$ cat src/design/assert_macros.svh
// assertion macros shared by the moving average design files
// no dependencies; compiled out when SYNTH is defined
`ifndef ASSERT_MACROS_SVH
`define ASSERT_MACROS_SVH

`ifndef SYNTH
// property must hold at every clock edge outside reset
`define ASSERT_AT(lbl, clk, rstn, prop) \
    lbl: assert property (@(posedge clk) disable iff (!rstn) (prop)) \
        else $error("assertion failed");
// condition must never be seen outside reset
`define ASSERT_NEVER(lbl, clk, rstn, cond) \
    lbl: assert property (@(posedge clk) disable iff (!rstn) !(cond)) \
        else $error("forbidden condition seen");
`else
`define ASSERT_AT(lbl, clk, rstn, prop)
`define ASSERT_NEVER(lbl, clk, rstn, cond)
`endif

`endif

$ cat src/design/mas_pkg.sv
// shared types and constants of the moving average filter
// no dependencies
`timescale 1ns / 1ps

package mas_pkg;

    localparam int MAX_WINDOW  = 64;
    localparam int SAMPLE_BITS = 16;
    localparam int CNT_BITS    = 7;
    localparam int CFG_BITS    = 7;
    localparam int IDX_BITS    = 1;
    // history is a few slots deeper than the window so queued words never overwrite
    // the samples still being read for an older word
    localparam int HIST_DEPTH  = MAX_WINDOW + 4;
    localparam int SLOT_BITS   = $clog2(HIST_DEPTH);
    localparam int TOT_BITS    = $clog2(MAX_WINDOW * (MAX_WINDOW + 1) / 2 + 1);
    localparam int SUM_BITS    = SAMPLE_BITS + TOT_BITS + 1;
    localparam int PSUM_BITS   = SAMPLE_BITS + CNT_BITS;
    localparam int QUEUE_DEPTH = 2;

    // register indexes
    localparam logic [IDX_BITS-1:0] REG_WINDOW_LENGTH = 1'b0;
    localparam logic [IDX_BITS-1:0] REG_WEIGHTED_MODE = 1'b1;

    localparam logic [CNT_BITS-1:0] WINDOW_RESET = 7'd8;

    typedef struct packed {
        logic signed [SAMPLE_BITS-1:0] sample;
        logic                          restart;
    } item_t;

    typedef struct packed {
        logic signed [SAMPLE_BITS-1:0] average;
        logic [CNT_BITS-1:0]           samples_used;
    } result_t;

    typedef struct packed {
        logic                          en;
        logic [SLOT_BITS-1:0]          addr;
        logic signed [SAMPLE_BITS-1:0] data;
    } hist_wr_t;

    typedef struct packed {
        logic [SLOT_BITS-1:0] newest;
        logic [CNT_BITS-1:0]  count;
        logic                 weighted;
    } job_t;

    typedef struct packed {
        logic full;
        logic empty;
    } queue_stat_t;

endpackage

$ cat src/design/mas_front.sv
// front end: accepts sample words, holds configuration, writes history
// and queues one averaging job per word; depends on mas_pkg
`timescale 1ns / 1ps

module mas_front (
    input  logic                        clk,
    input  logic                        rst_n,
    input  logic                        item_valid,
    output logic                        item_stall,
    input  mas_pkg::item_t              item,
    input  logic                        cfg_write,
    input  logic [mas_pkg::IDX_BITS-1:0] cfg_index,
    input  logic [mas_pkg::CFG_BITS-1:0] cfg_data,
    input  mas_pkg::queue_stat_t        q_stat,
    output logic                        job_push,
    output mas_pkg::job_t               job,
    output mas_pkg::hist_wr_t           hist_wr
);
    import mas_pkg::*;

    logic [CNT_BITS-1:0]  wlen_reg;
    logic                 weighted_reg;
    logic [SLOT_BITS-1:0] wptr_reg, wptr_next;
    logic [CNT_BITS-1:0]  fill_reg, fill_next;
    logic [CNT_BITS-1:0]  fill_base;
    logic [CNT_BITS-1:0]  win_eff;
    logic                 accept;

    assign item_stall = q_stat.full;
    assign accept     = item_valid && !q_stat.full;

    // effective window: zero acts as one, oversize saturates
    always_comb
    begin
        if (wlen_reg == '0)
            win_eff = CNT_BITS'(1);
        else if (wlen_reg > CNT_BITS'(MAX_WINDOW))
            win_eff = CNT_BITS'(MAX_WINDOW);
        else
            win_eff = wlen_reg;
    end

    // fill count after this word, restart drops the history first
    always_comb
    begin
        fill_base = item.restart ? '0 : fill_reg;
        if (fill_base < CNT_BITS'(MAX_WINDOW))
            fill_next = fill_base + CNT_BITS'(1);
        else
            fill_next = fill_base;
        if (wptr_reg == SLOT_BITS'(HIST_DEPTH - 1))
            wptr_next = '0;
        else
            wptr_next = wptr_reg + SLOT_BITS'(1);
    end

    // history write and job for the back end
    always_comb
    begin
        hist_wr.en      = accept;
        hist_wr.addr    = wptr_reg;
        hist_wr.data    = item.sample;
        job_push        = accept;
        job.newest      = wptr_reg;
        job.count       = (fill_next < win_eff) ? fill_next : win_eff;
        job.weighted    = weighted_reg;
    end

    // configuration registers
    always_ff @(posedge clk or negedge rst_n)
    begin
        if (!rst_n)
        begin
            wlen_reg     <= WINDOW_RESET;
            weighted_reg <= 1'b0;
        end
        else if (cfg_write)
        begin
            unique case (cfg_index)
                REG_WINDOW_LENGTH: wlen_reg     <= cfg_data;
                REG_WEIGHTED_MODE: weighted_reg <= cfg_data[0];
                default:           wlen_reg     <= wlen_reg;
            endcase
        end
    end

    // write pointer and fill count
    always_ff @(posedge clk or negedge rst_n)
    begin
        if (!rst_n)
        begin
            wptr_reg <= '0;
            fill_reg <= '0;
        end
        else if (accept)
        begin
            wptr_reg <= wptr_next;
            fill_reg <= fill_next;
        end
    end

endmodule

$ cat src/design/mas_queue.sv
// short job queue between front and back end
// depends on mas_pkg and assert_macros.svh
`timescale 1ns / 1ps
`include "assert_macros.svh"

module mas_queue (
    input  logic                 clk,
    input  logic                 rst_n,
    input  logic                 push,
    input  mas_pkg::job_t        push_job,
    input  logic                 pop,
    output mas_pkg::job_t        head,
    output mas_pkg::queue_stat_t stat
);
    import mas_pkg::*;

    localparam int PTR_BITS = (QUEUE_DEPTH > 1) ? $clog2(QUEUE_DEPTH) : 1;
    localparam int CNT_W    = $clog2(QUEUE_DEPTH + 1);

    job_t                q_mem [QUEUE_DEPTH];
    logic [PTR_BITS-1:0] wr_ptr_reg, rd_ptr_reg;
    logic [CNT_W-1:0]    cnt_reg;

    assign head       = q_mem[rd_ptr_reg];
    assign stat.full  = (cnt_reg == CNT_W'(QUEUE_DEPTH));
    assign stat.empty = (cnt_reg == '0);

    // entry storage
    always_ff @(posedge clk)
    begin
        if (push)
            q_mem[wr_ptr_reg] <= push_job;
    end

    // pointers and occupancy
    always_ff @(posedge clk or negedge rst_n)
    begin
        if (!rst_n)
        begin
            wr_ptr_reg <= '0;
            rd_ptr_reg <= '0;
            cnt_reg    <= '0;
        end
        else
        begin
            if (push)
                wr_ptr_reg <= (wr_ptr_reg == PTR_BITS'(QUEUE_DEPTH - 1)) ? '0
                              : wr_ptr_reg + PTR_BITS'(1);
            if (pop)
                rd_ptr_reg <= (rd_ptr_reg == PTR_BITS'(QUEUE_DEPTH - 1)) ? '0
                              : rd_ptr_reg + PTR_BITS'(1);
            if (push && !pop)
                cnt_reg <= cnt_reg + CNT_W'(1);
            else if (pop && !push)
                cnt_reg <= cnt_reg - CNT_W'(1);
        end
    end

    `ASSERT_AT(a_cnt_bound, clk, rst_n, cnt_reg <= CNT_W'(QUEUE_DEPTH))
    `ASSERT_AT(a_ptr_match, clk, rst_n, (stat.empty || stat.full) |-> (wr_ptr_reg == rd_ptr_reg))
    `ASSERT_NEVER(a_no_overflow, clk, rst_n, push && stat.full && !pop)
    `ASSERT_NEVER(a_no_underflow, clk, rst_n, pop && stat.empty)

endmodule

$ cat src/design/mas_back.sv
// back end: history memory, serial sum over the window, restoring divider
// and result register; depends on mas_pkg and assert_macros.svh
`timescale 1ns / 1ps
`include "assert_macros.svh"

module mas_back (
    input  logic                 clk,
    input  logic                 rst_n,
    input  mas_pkg::hist_wr_t    hist_wr,
    input  mas_pkg::queue_stat_t q_stat,
    input  mas_pkg::job_t        job,
    output logic                 job_pop,
    output logic                 result_valid,
    input  logic                 result_stall,
    output mas_pkg::result_t     result
);
    import mas_pkg::*;

    localparam logic [1:0] ST_IDLE = 2'd0;
    localparam logic [1:0] ST_ACC  = 2'd1;
    localparam logic [1:0] ST_DIV  = 2'd2;
    localparam logic [1:0] ST_HOLD = 2'd3;

    localparam int STEP_BITS = $clog2(SUM_BITS);

    logic signed [SAMPLE_BITS-1:0] hist_mem [HIST_DEPTH];

    logic [1:0]                    state_reg, state_next;
    logic [SLOT_BITS-1:0]          slot_reg, slot_next;
    logic [CNT_BITS-1:0]           n_reg, n_next;
    logic                          mode_reg, mode_next;
    logic [CNT_BITS-1:0]           k_reg, k_next;
    logic                          pend_reg, pend_next;
    logic [CNT_BITS-1:0]           weight_reg, weight_next;
    logic signed [SAMPLE_BITS-1:0] rd_data_reg;
    logic signed [PSUM_BITS-1:0]   psum_reg, psum_next;
    logic signed [SUM_BITS-1:0]    wsum_reg, wsum_next;
    logic [TOT_BITS-1:0]           dvsr_reg, dvsr_next;
    logic [SUM_BITS-1:0]           quo_reg, quo_next;
    logic [TOT_BITS-1:0]           rem_reg, rem_next;
    logic                          neg_reg, neg_next;
    logic [STEP_BITS-1:0]          step_reg, step_next;
    logic                          result_valid_reg, result_valid_next;
    result_t                       result_reg, result_next;

    logic signed [PSUM_BITS:0]     prod;
    logic [CNT_BITS:0]             cnt_p1;
    logic [2*CNT_BITS:0]           tri_prod;
    logic signed [SUM_BITS-1:0]    dvd;
    logic [SUM_BITS-1:0]           dvd_mag;
    logic [TOT_BITS:0]             rem_sh;
    logic                          rem_ge;
    logic [SUM_BITS-1:0]           quo_fix;

    assign result_valid = result_valid_reg;
    assign result       = result_reg;

    // history store: one write port from the front, one registered read port
    always_ff @(posedge clk)
    begin
        if (hist_wr.en)
            hist_mem[hist_wr.addr] <= hist_wr.data;
        rd_data_reg <= hist_mem[slot_reg];
    end

    // datapath pieces
    always_comb
    begin
        prod     = (PSUM_BITS + 1)'(rd_data_reg) * (PSUM_BITS + 1)'($signed({1'b0, weight_reg}));
        cnt_p1   = {1'b0, job.count} + (CNT_BITS + 1)'(1);
        tri_prod = (2 * CNT_BITS + 1)'(job.count) * (2 * CNT_BITS + 1)'(cnt_p1);
        dvd      = mode_reg ? wsum_reg : SUM_BITS'(psum_reg);
        dvd_mag  = dvd[SUM_BITS-1] ? SUM_BITS'(-dvd) : SUM_BITS'(dvd);
        rem_sh   = {rem_reg, quo_reg[SUM_BITS-1]};
        rem_ge   = (rem_sh >= {1'b0, dvsr_reg});
        quo_fix  = neg_reg ? (~quo_reg + SUM_BITS'(1)) : quo_reg;
    end

    // sequencer
    always_comb
    begin
        state_next        = state_reg;
        slot_next         = slot_reg;
        n_next            = n_reg;
        mode_next         = mode_reg;
        k_next            = k_reg;
        pend_next         = 1'b0;
        weight_next       = weight_reg;
        psum_next         = psum_reg;
        wsum_next         = wsum_reg;
        dvsr_next         = dvsr_reg;
        quo_next          = quo_reg;
        rem_next          = rem_reg;
        neg_next          = neg_reg;
        step_next         = step_reg;
        result_next       = result_reg;
        result_valid_next = result_valid_reg && result_stall;
        job_pop           = 1'b0;

        // accumulate the word read in the previous cycle
        if (pend_reg)
        begin
            psum_next = psum_reg + PSUM_BITS'(rd_data_reg);
            wsum_next = wsum_reg + SUM_BITS'(prod);
        end

        unique case (state_reg)
            ST_IDLE:
            begin
                if (!q_stat.empty)
                begin
                    job_pop    = 1'b1;
                    slot_next  = job.newest;
                    n_next     = job.count;
                    mode_next  = job.weighted;
                    k_next     = '0;
                    psum_next  = '0;
                    wsum_next  = '0;
                    dvsr_next  = job.weighted ? TOT_BITS'(tri_prod >> 1)
                                              : TOT_BITS'(job.count);
                    state_next = ST_ACC;
                end
            end
            ST_ACC:
            begin
                if (k_reg != n_reg)
                begin
                    // read newest first, weight falls by one per older sample
                    pend_next   = 1'b1;
                    weight_next = n_reg - k_reg;
                    k_next      = k_reg + CNT_BITS'(1);
                    slot_next   = (slot_reg == '0) ? SLOT_BITS'(HIST_DEPTH - 1)
                                                   : slot_reg - SLOT_BITS'(1);
                end
                else if (!pend_reg)
                begin
                    quo_next   = dvd_mag;
                    rem_next   = '0;
                    neg_next   = dvd[SUM_BITS-1];
                    step_next  = STEP_BITS'(SUM_BITS - 1);
                    state_next = ST_DIV;
                end
            end
            ST_DIV:
            begin
                // one quotient bit per cycle
                rem_next = rem_ge ? TOT_BITS'(rem_sh - {1'b0, dvsr_reg}) : TOT_BITS'(rem_sh);
                quo_next = {quo_reg[SUM_BITS-2:0], rem_ge};
                if (step_reg == '0)
                    state_next = ST_HOLD;
                else
                    step_next = step_reg - STEP_BITS'(1);
            end
            ST_HOLD:
            begin
                if (!result_valid_reg || !result_stall)
                begin
                    result_valid_next        = 1'b1;
                    result_next.average      = quo_fix[SAMPLE_BITS-1:0];
                    result_next.samples_used = n_reg;
                    state_next               = ST_IDLE;
                end
            end
            default:
            begin
                state_next = ST_IDLE;
            end
        endcase
    end

    // control state
    always_ff @(posedge clk or negedge rst_n)
    begin
        if (!rst_n)
        begin
            state_reg        <= ST_IDLE;
            pend_reg         <= 1'b0;
            result_valid_reg <= 1'b0;
        end
        else
        begin
            state_reg        <= state_next;
            pend_reg         <= pend_next;
            result_valid_reg <= result_valid_next;
        end
    end

    // datapath registers
    always_ff @(posedge clk)
    begin
        slot_reg   <= slot_next;
        n_reg      <= n_next;
        mode_reg   <= mode_next;
        k_reg      <= k_next;
        weight_reg <= weight_next;
        psum_reg   <= psum_next;
        wsum_reg   <= wsum_next;
        dvsr_reg   <= dvsr_next;
        quo_reg    <= quo_next;
        rem_reg    <= rem_next;
        neg_reg    <= neg_next;
        step_reg   <= step_next;
        result_reg <= result_next;
    end

    `ASSERT_AT(a_k_bound, clk, rst_n, (state_reg == ST_ACC) |-> (k_reg <= n_reg))
    `ASSERT_AT(a_dvsr_nonzero, clk, rst_n, (state_reg == ST_DIV) |-> (dvsr_reg != '0))
    `ASSERT_AT(a_n_bound, clk, rst_n, (state_reg != ST_IDLE) |-> (|n_reg && n_reg <= CNT_BITS'(MAX_WINDOW)))
    `ASSERT_AT(a_hold_wait, clk, rst_n, (state_reg == ST_HOLD && result_valid_reg && result_stall) |=> (state_reg == ST_HOLD))

endmodule

$ cat src/design/moving_average_sma_wma.sv
// each word's average comes from a serial window sum and the one-bit-per-cycle divider;
// the back end finishes one word before it takes the next, and the job queue takes up to
// two words ahead
// on reset, control, pointers, fill count and configuration registers reset at once; datapath
// registers and history memory are not cleared, and history needs no clearing pass
`timescale 1ns / 1ps

module moving_average_sma_wma (
    input  logic                         clk,
    input  logic                         rst_n,
    input  logic                         item_valid,
    output logic                         item_stall,
    input  mas_pkg::item_t               item,
    output logic                         result_valid,
    input  logic                         result_stall,
    output mas_pkg::result_t             result,
    input  logic                         cfg_write,
    input  logic [mas_pkg::IDX_BITS-1:0] cfg_index,
    input  logic [mas_pkg::CFG_BITS-1:0] cfg_data
);
    import mas_pkg::*;

    hist_wr_t    hist_wr;
    queue_stat_t q_stat;
    job_t        push_job;
    job_t        head_job;
    logic        job_push;
    logic        job_pop;

    // accept words, hold configuration, write history and queue jobs
    mas_front u_front (
        .clk        (clk),
        .rst_n      (rst_n),
        .item_valid (item_valid),
        .item_stall (item_stall),
        .item       (item),
        .cfg_write  (cfg_write),
        .cfg_index  (cfg_index),
        .cfg_data   (cfg_data),
        .q_stat     (q_stat),
        .job_push   (job_push),
        .job        (push_job),
        .hist_wr    (hist_wr)
    );

    // job queue
    mas_queue u_queue (
        .clk      (clk),
        .rst_n    (rst_n),
        .push     (job_push),
        .push_job (push_job),
        .pop      (job_pop),
        .head     (head_job),
        .stat     (q_stat)
    );

    // sum, divide and deliver
    mas_back u_back (
        .clk          (clk),
        .rst_n        (rst_n),
        .hist_wr      (hist_wr),
        .q_stat       (q_stat),
        .job          (head_job),
        .job_pop      (job_pop),
        .result_valid (result_valid),
        .result_stall (result_stall),
        .result       (result)
    );

endmodule

$ cat config.mk
export PLATFORM = sky130hd
export DESIGN_NAME = moving_average_sma_wma
export DESIGN_NICKNAME = d
export VERILOG_FILES = /design/src/design/mas_pkg.sv /design/src/design/mas_front.sv /design/src/design/mas_queue.sv /design/src/design/mas_back.sv /design/src/design/moving_average_sma_wma.sv
export VERILOG_INCLUDE_DIRS = /design/src /design/src/design
export SDC_FILE = /design/constraint.sdc
export NUM_CORES = 2
export LEC_CHECK = 0
export BUFFER_PORTS_ARGS = -buffer_cell sky130_fd_sc_hd__buf_2
export CAP_MARGIN = 20
export CORE_ASPECT_RATIO = 1.25
export CORE_MARGIN = 5
export CORE_UTILIZATION = 50
export DETAILED_ROUTE_END_ITERATION = 7
export HOLD_SLACK_MARGIN = 0.02
export PLACE_DENSITY_LB_ADDON = 0.2
export SLEW_MARGIN = 20
export SYNTH_ARGS = -nofsm -noshare
export SYNTH_HDL_FRONTEND = slang
export SYNTH_SLANG_ARGS = --single-unit
$ cat constraint.sdc
create_clock -name clk -period 5.9 [get_ports clk]
set_input_delay 1.475 -clock clk [delete_from_list [all_inputs] [get_ports clk]]
set_output_delay 1.475 -clock clk [all_outputs]
set_load 0.01 [all_outputs]
==> impl_metrics.ini <==
[outcome]
run_status = finished, final reports clean

[placement]
gp_congestion = 0.826
place_hpwl_um = 83100
io_buffers = 54
place_area_um2 = 64200

[synthesis]
ys_warn_count = 0
ys_seq_area_frac = 0.635
synthCells = 3774
synthFlopType = edfxtp_1
ys_types = 71
syn_avg_cell_area_um2 = 16.3
synth_edf_count = 1229
synthArstFlopShare = 0.0226
synth_fp_nets = 4114
syn-cell-area_um2 = 61400
synth_seq_cells = 1327

[clocking]
cts_root_buffer = clkbuf_16
cts_inserted_buffers = 133
insertion_delay_ns = 0.77
clockBufferDepth = 3
clock_sinks = 1327
hold_buffers = 0
cts_tree = yes
h-tree-depth = 4
clk_pin_slew_ns = 0.06

[critical_path]
crit_top_cell = fa_1
reg2regPathDepth = 21
worstPathArrival_ns = 6.11
end_kind = flip-flop
cp_data_required_time_ns = 6.40
worst-setup-path-type = reg2reg
cp_slowest_cell = fa_1
start_kind = flip-flop
path_buf_inv = 6
critPathTopFamily = adder cells
path_depth = 21
path_cells = buf_4 > mux2i_2 > inv_2 > buf_4 > ha_1 > nand2_1 > ha_1 > or2_2 > fa_1 > fa_1 > inv_1 > fa_1 > inv_1 > fa_1 > inv_1 > ha_1 > a21oi_2 > o21ai_0 > o41ai_2 > xor2_1 > nor2_1
cp_slowest_stage_delay_ns = 0.55
crit_fanout = 9

[floorplanning]
rows = 143
num_io_pins = 55
die_h_um = 402
die_area_um2 = 130000
start_util = 0.504
die_x_um = 324
core-area_um2 = 122000

[sta]
min_period_ns = 5.61
finClkSkew_ns = 0.0444
min_period_over_period = 0.950
setup_viol = 0
hold_violations = 0
slew_violations = 0
finalSetupTns_ns = 0
slew-limit-headroom = 0.306
rsz0062_at_grt = false
tightestPinTransition_ns = 1.04
clock.fmax_mhz = 178

[global_route]
grt_pass1_wl_um = 207000
grt_antenna_before_repair = 1
grt_overflow = 0
grtUsageTotal = 0.211
grt_max_degree = 103
grt_pass1_vias = 33700

[routing]
via_count = 32400
detail_route.first_pass.iterations = 5
via_per_inst = 5.73
drt_iter0_drc = 2387
drtAntennaViolNets = 0
wl_per_cell_um = 24.0
drt_wl_total_um = 136000
drc = 0

[final_layout]
largest_register_ffs = 1088
fill_cells = 9454
syn_to_final_growth_pct = 11.6
fin_util = 0.563
fin_area_um2 = 68600
regMostFlops = u_back.hist_mem
fin_nets = 4284
drive_above_1_share = 0.195
reg_top3 = u_back.hist_mem (1088), u_queue.q_mem (30)

[run]
drv_cap = 0

[worst_hold_path]
holdPathStages = 1
hold_class = reg2reg
-- through the flow --
stage	setup slack, ns	hold WS (ns)	std cells
floorplan	0.148	0.426	3774
global placement	0.266	0.492	5400
detailed placement	0.192	0.500	5400
CTS	0.170	0.509	5641
global route	0.0173	0.525	5645
finish	0.293	0.507	5647
-- layer usage --
metal	GRT usage	routed length [um]	vias to the layer above
li1	-	-	14600
met1	0.275	54900	16800
met2	0.373	70400	853
met3	0.0306	6780	175
met4	0.0593	3490	0
met5	0	0	-
-- final timing paths --
kind                               startpoint                  end  slack, ns
setup / recovery           u_queue.rd_ptr_reg  u_back.dvsr_reg[10]       0.29
hold / removal             u_queue.wr_ptr_reg   u_queue.wr_ptr_reg       0.51
setup reg to reg           u_queue.rd_ptr_reg  u_back.dvsr_reg[10]       0.29
hold reg to reg            u_queue.wr_ptr_reg   u_queue.wr_ptr_reg       0.51
max in group asynchronous               rst_n   u_queue.rd_ptr_reg       4.45
min in group asynchronous               rst_n  u_back.result_valid       0.83
-- cells by family after synthesis --
group,synth area share
compound gates,0.0400
xor+xnor,0.0188
fa+ha+maj,0.0828
buf+inv,0.0306
flops,0.635
mux,0.139
simple gates,0.0535
-- cell usage after synthesis, types with 31 or more instances --
cell,count,area [um^2]
ha_1,149,1860
nand2_1,173,649
and2_1,76,475
clkbuf_1,92,345
buf_2,31,155
mux2i_1,115,1150
nor2b_1,36,225
dfxtp_1,68,1360
inv_1,323,1210
o21ai_0,93,465
xor2_1,40,350
nor3_1,45,225
xnor2_1,92,806
edfxtp_1,1229,36900
nor2_1,198,743
fa_1,161,3220
a21oi_1,114,571
mux4_2,314,7070
-- cell type report --
class                           count  area, um^2  share of cell area
Tap cell                         1595        2000              0.0291
Clock inverter                     74         673             0.00982
Inverter                          328        1230              0.0180
Sequential cell                  1327       39000               0.569
Timing Repair Buffer              188        1360              0.0198
Clock buffer                      167        3570              0.0521
Antenna cell                        2        5.00           0.0000730
Multi-Input combinational cell   1966       20700               0.302
-- placed cells by master, fill, tap and decap left out, drive strengths merged, types with 27 or more instances in the layout --
cell    synthesis  layout
edfxtp       1229    1229
and2           76      76
mux4          314     314
buf            61     188
xnor2          92      92
dfxtp          68      68
dfrtp          29      29
nand2b         28      28
a21oi         114     114
clkbuf         92     167
nor3           46      46
fa            161     161
clkinv          3      60
mux2i         117     117
o21ai         106     106
nor2b          36      36
inv           325     334
nor2          198     198
xor2           40      40
ha            149     149
a21o           27      27
nand2         173     173
-- repair_timing --
action                     CTS  global route
buffers inserted             0             4
resized for setup            0             7
setup endpoints to repair    0             4
Power is not shown: default switching activity piles up to over one toggle a cycle in this logic, so the estimate is an artifact.
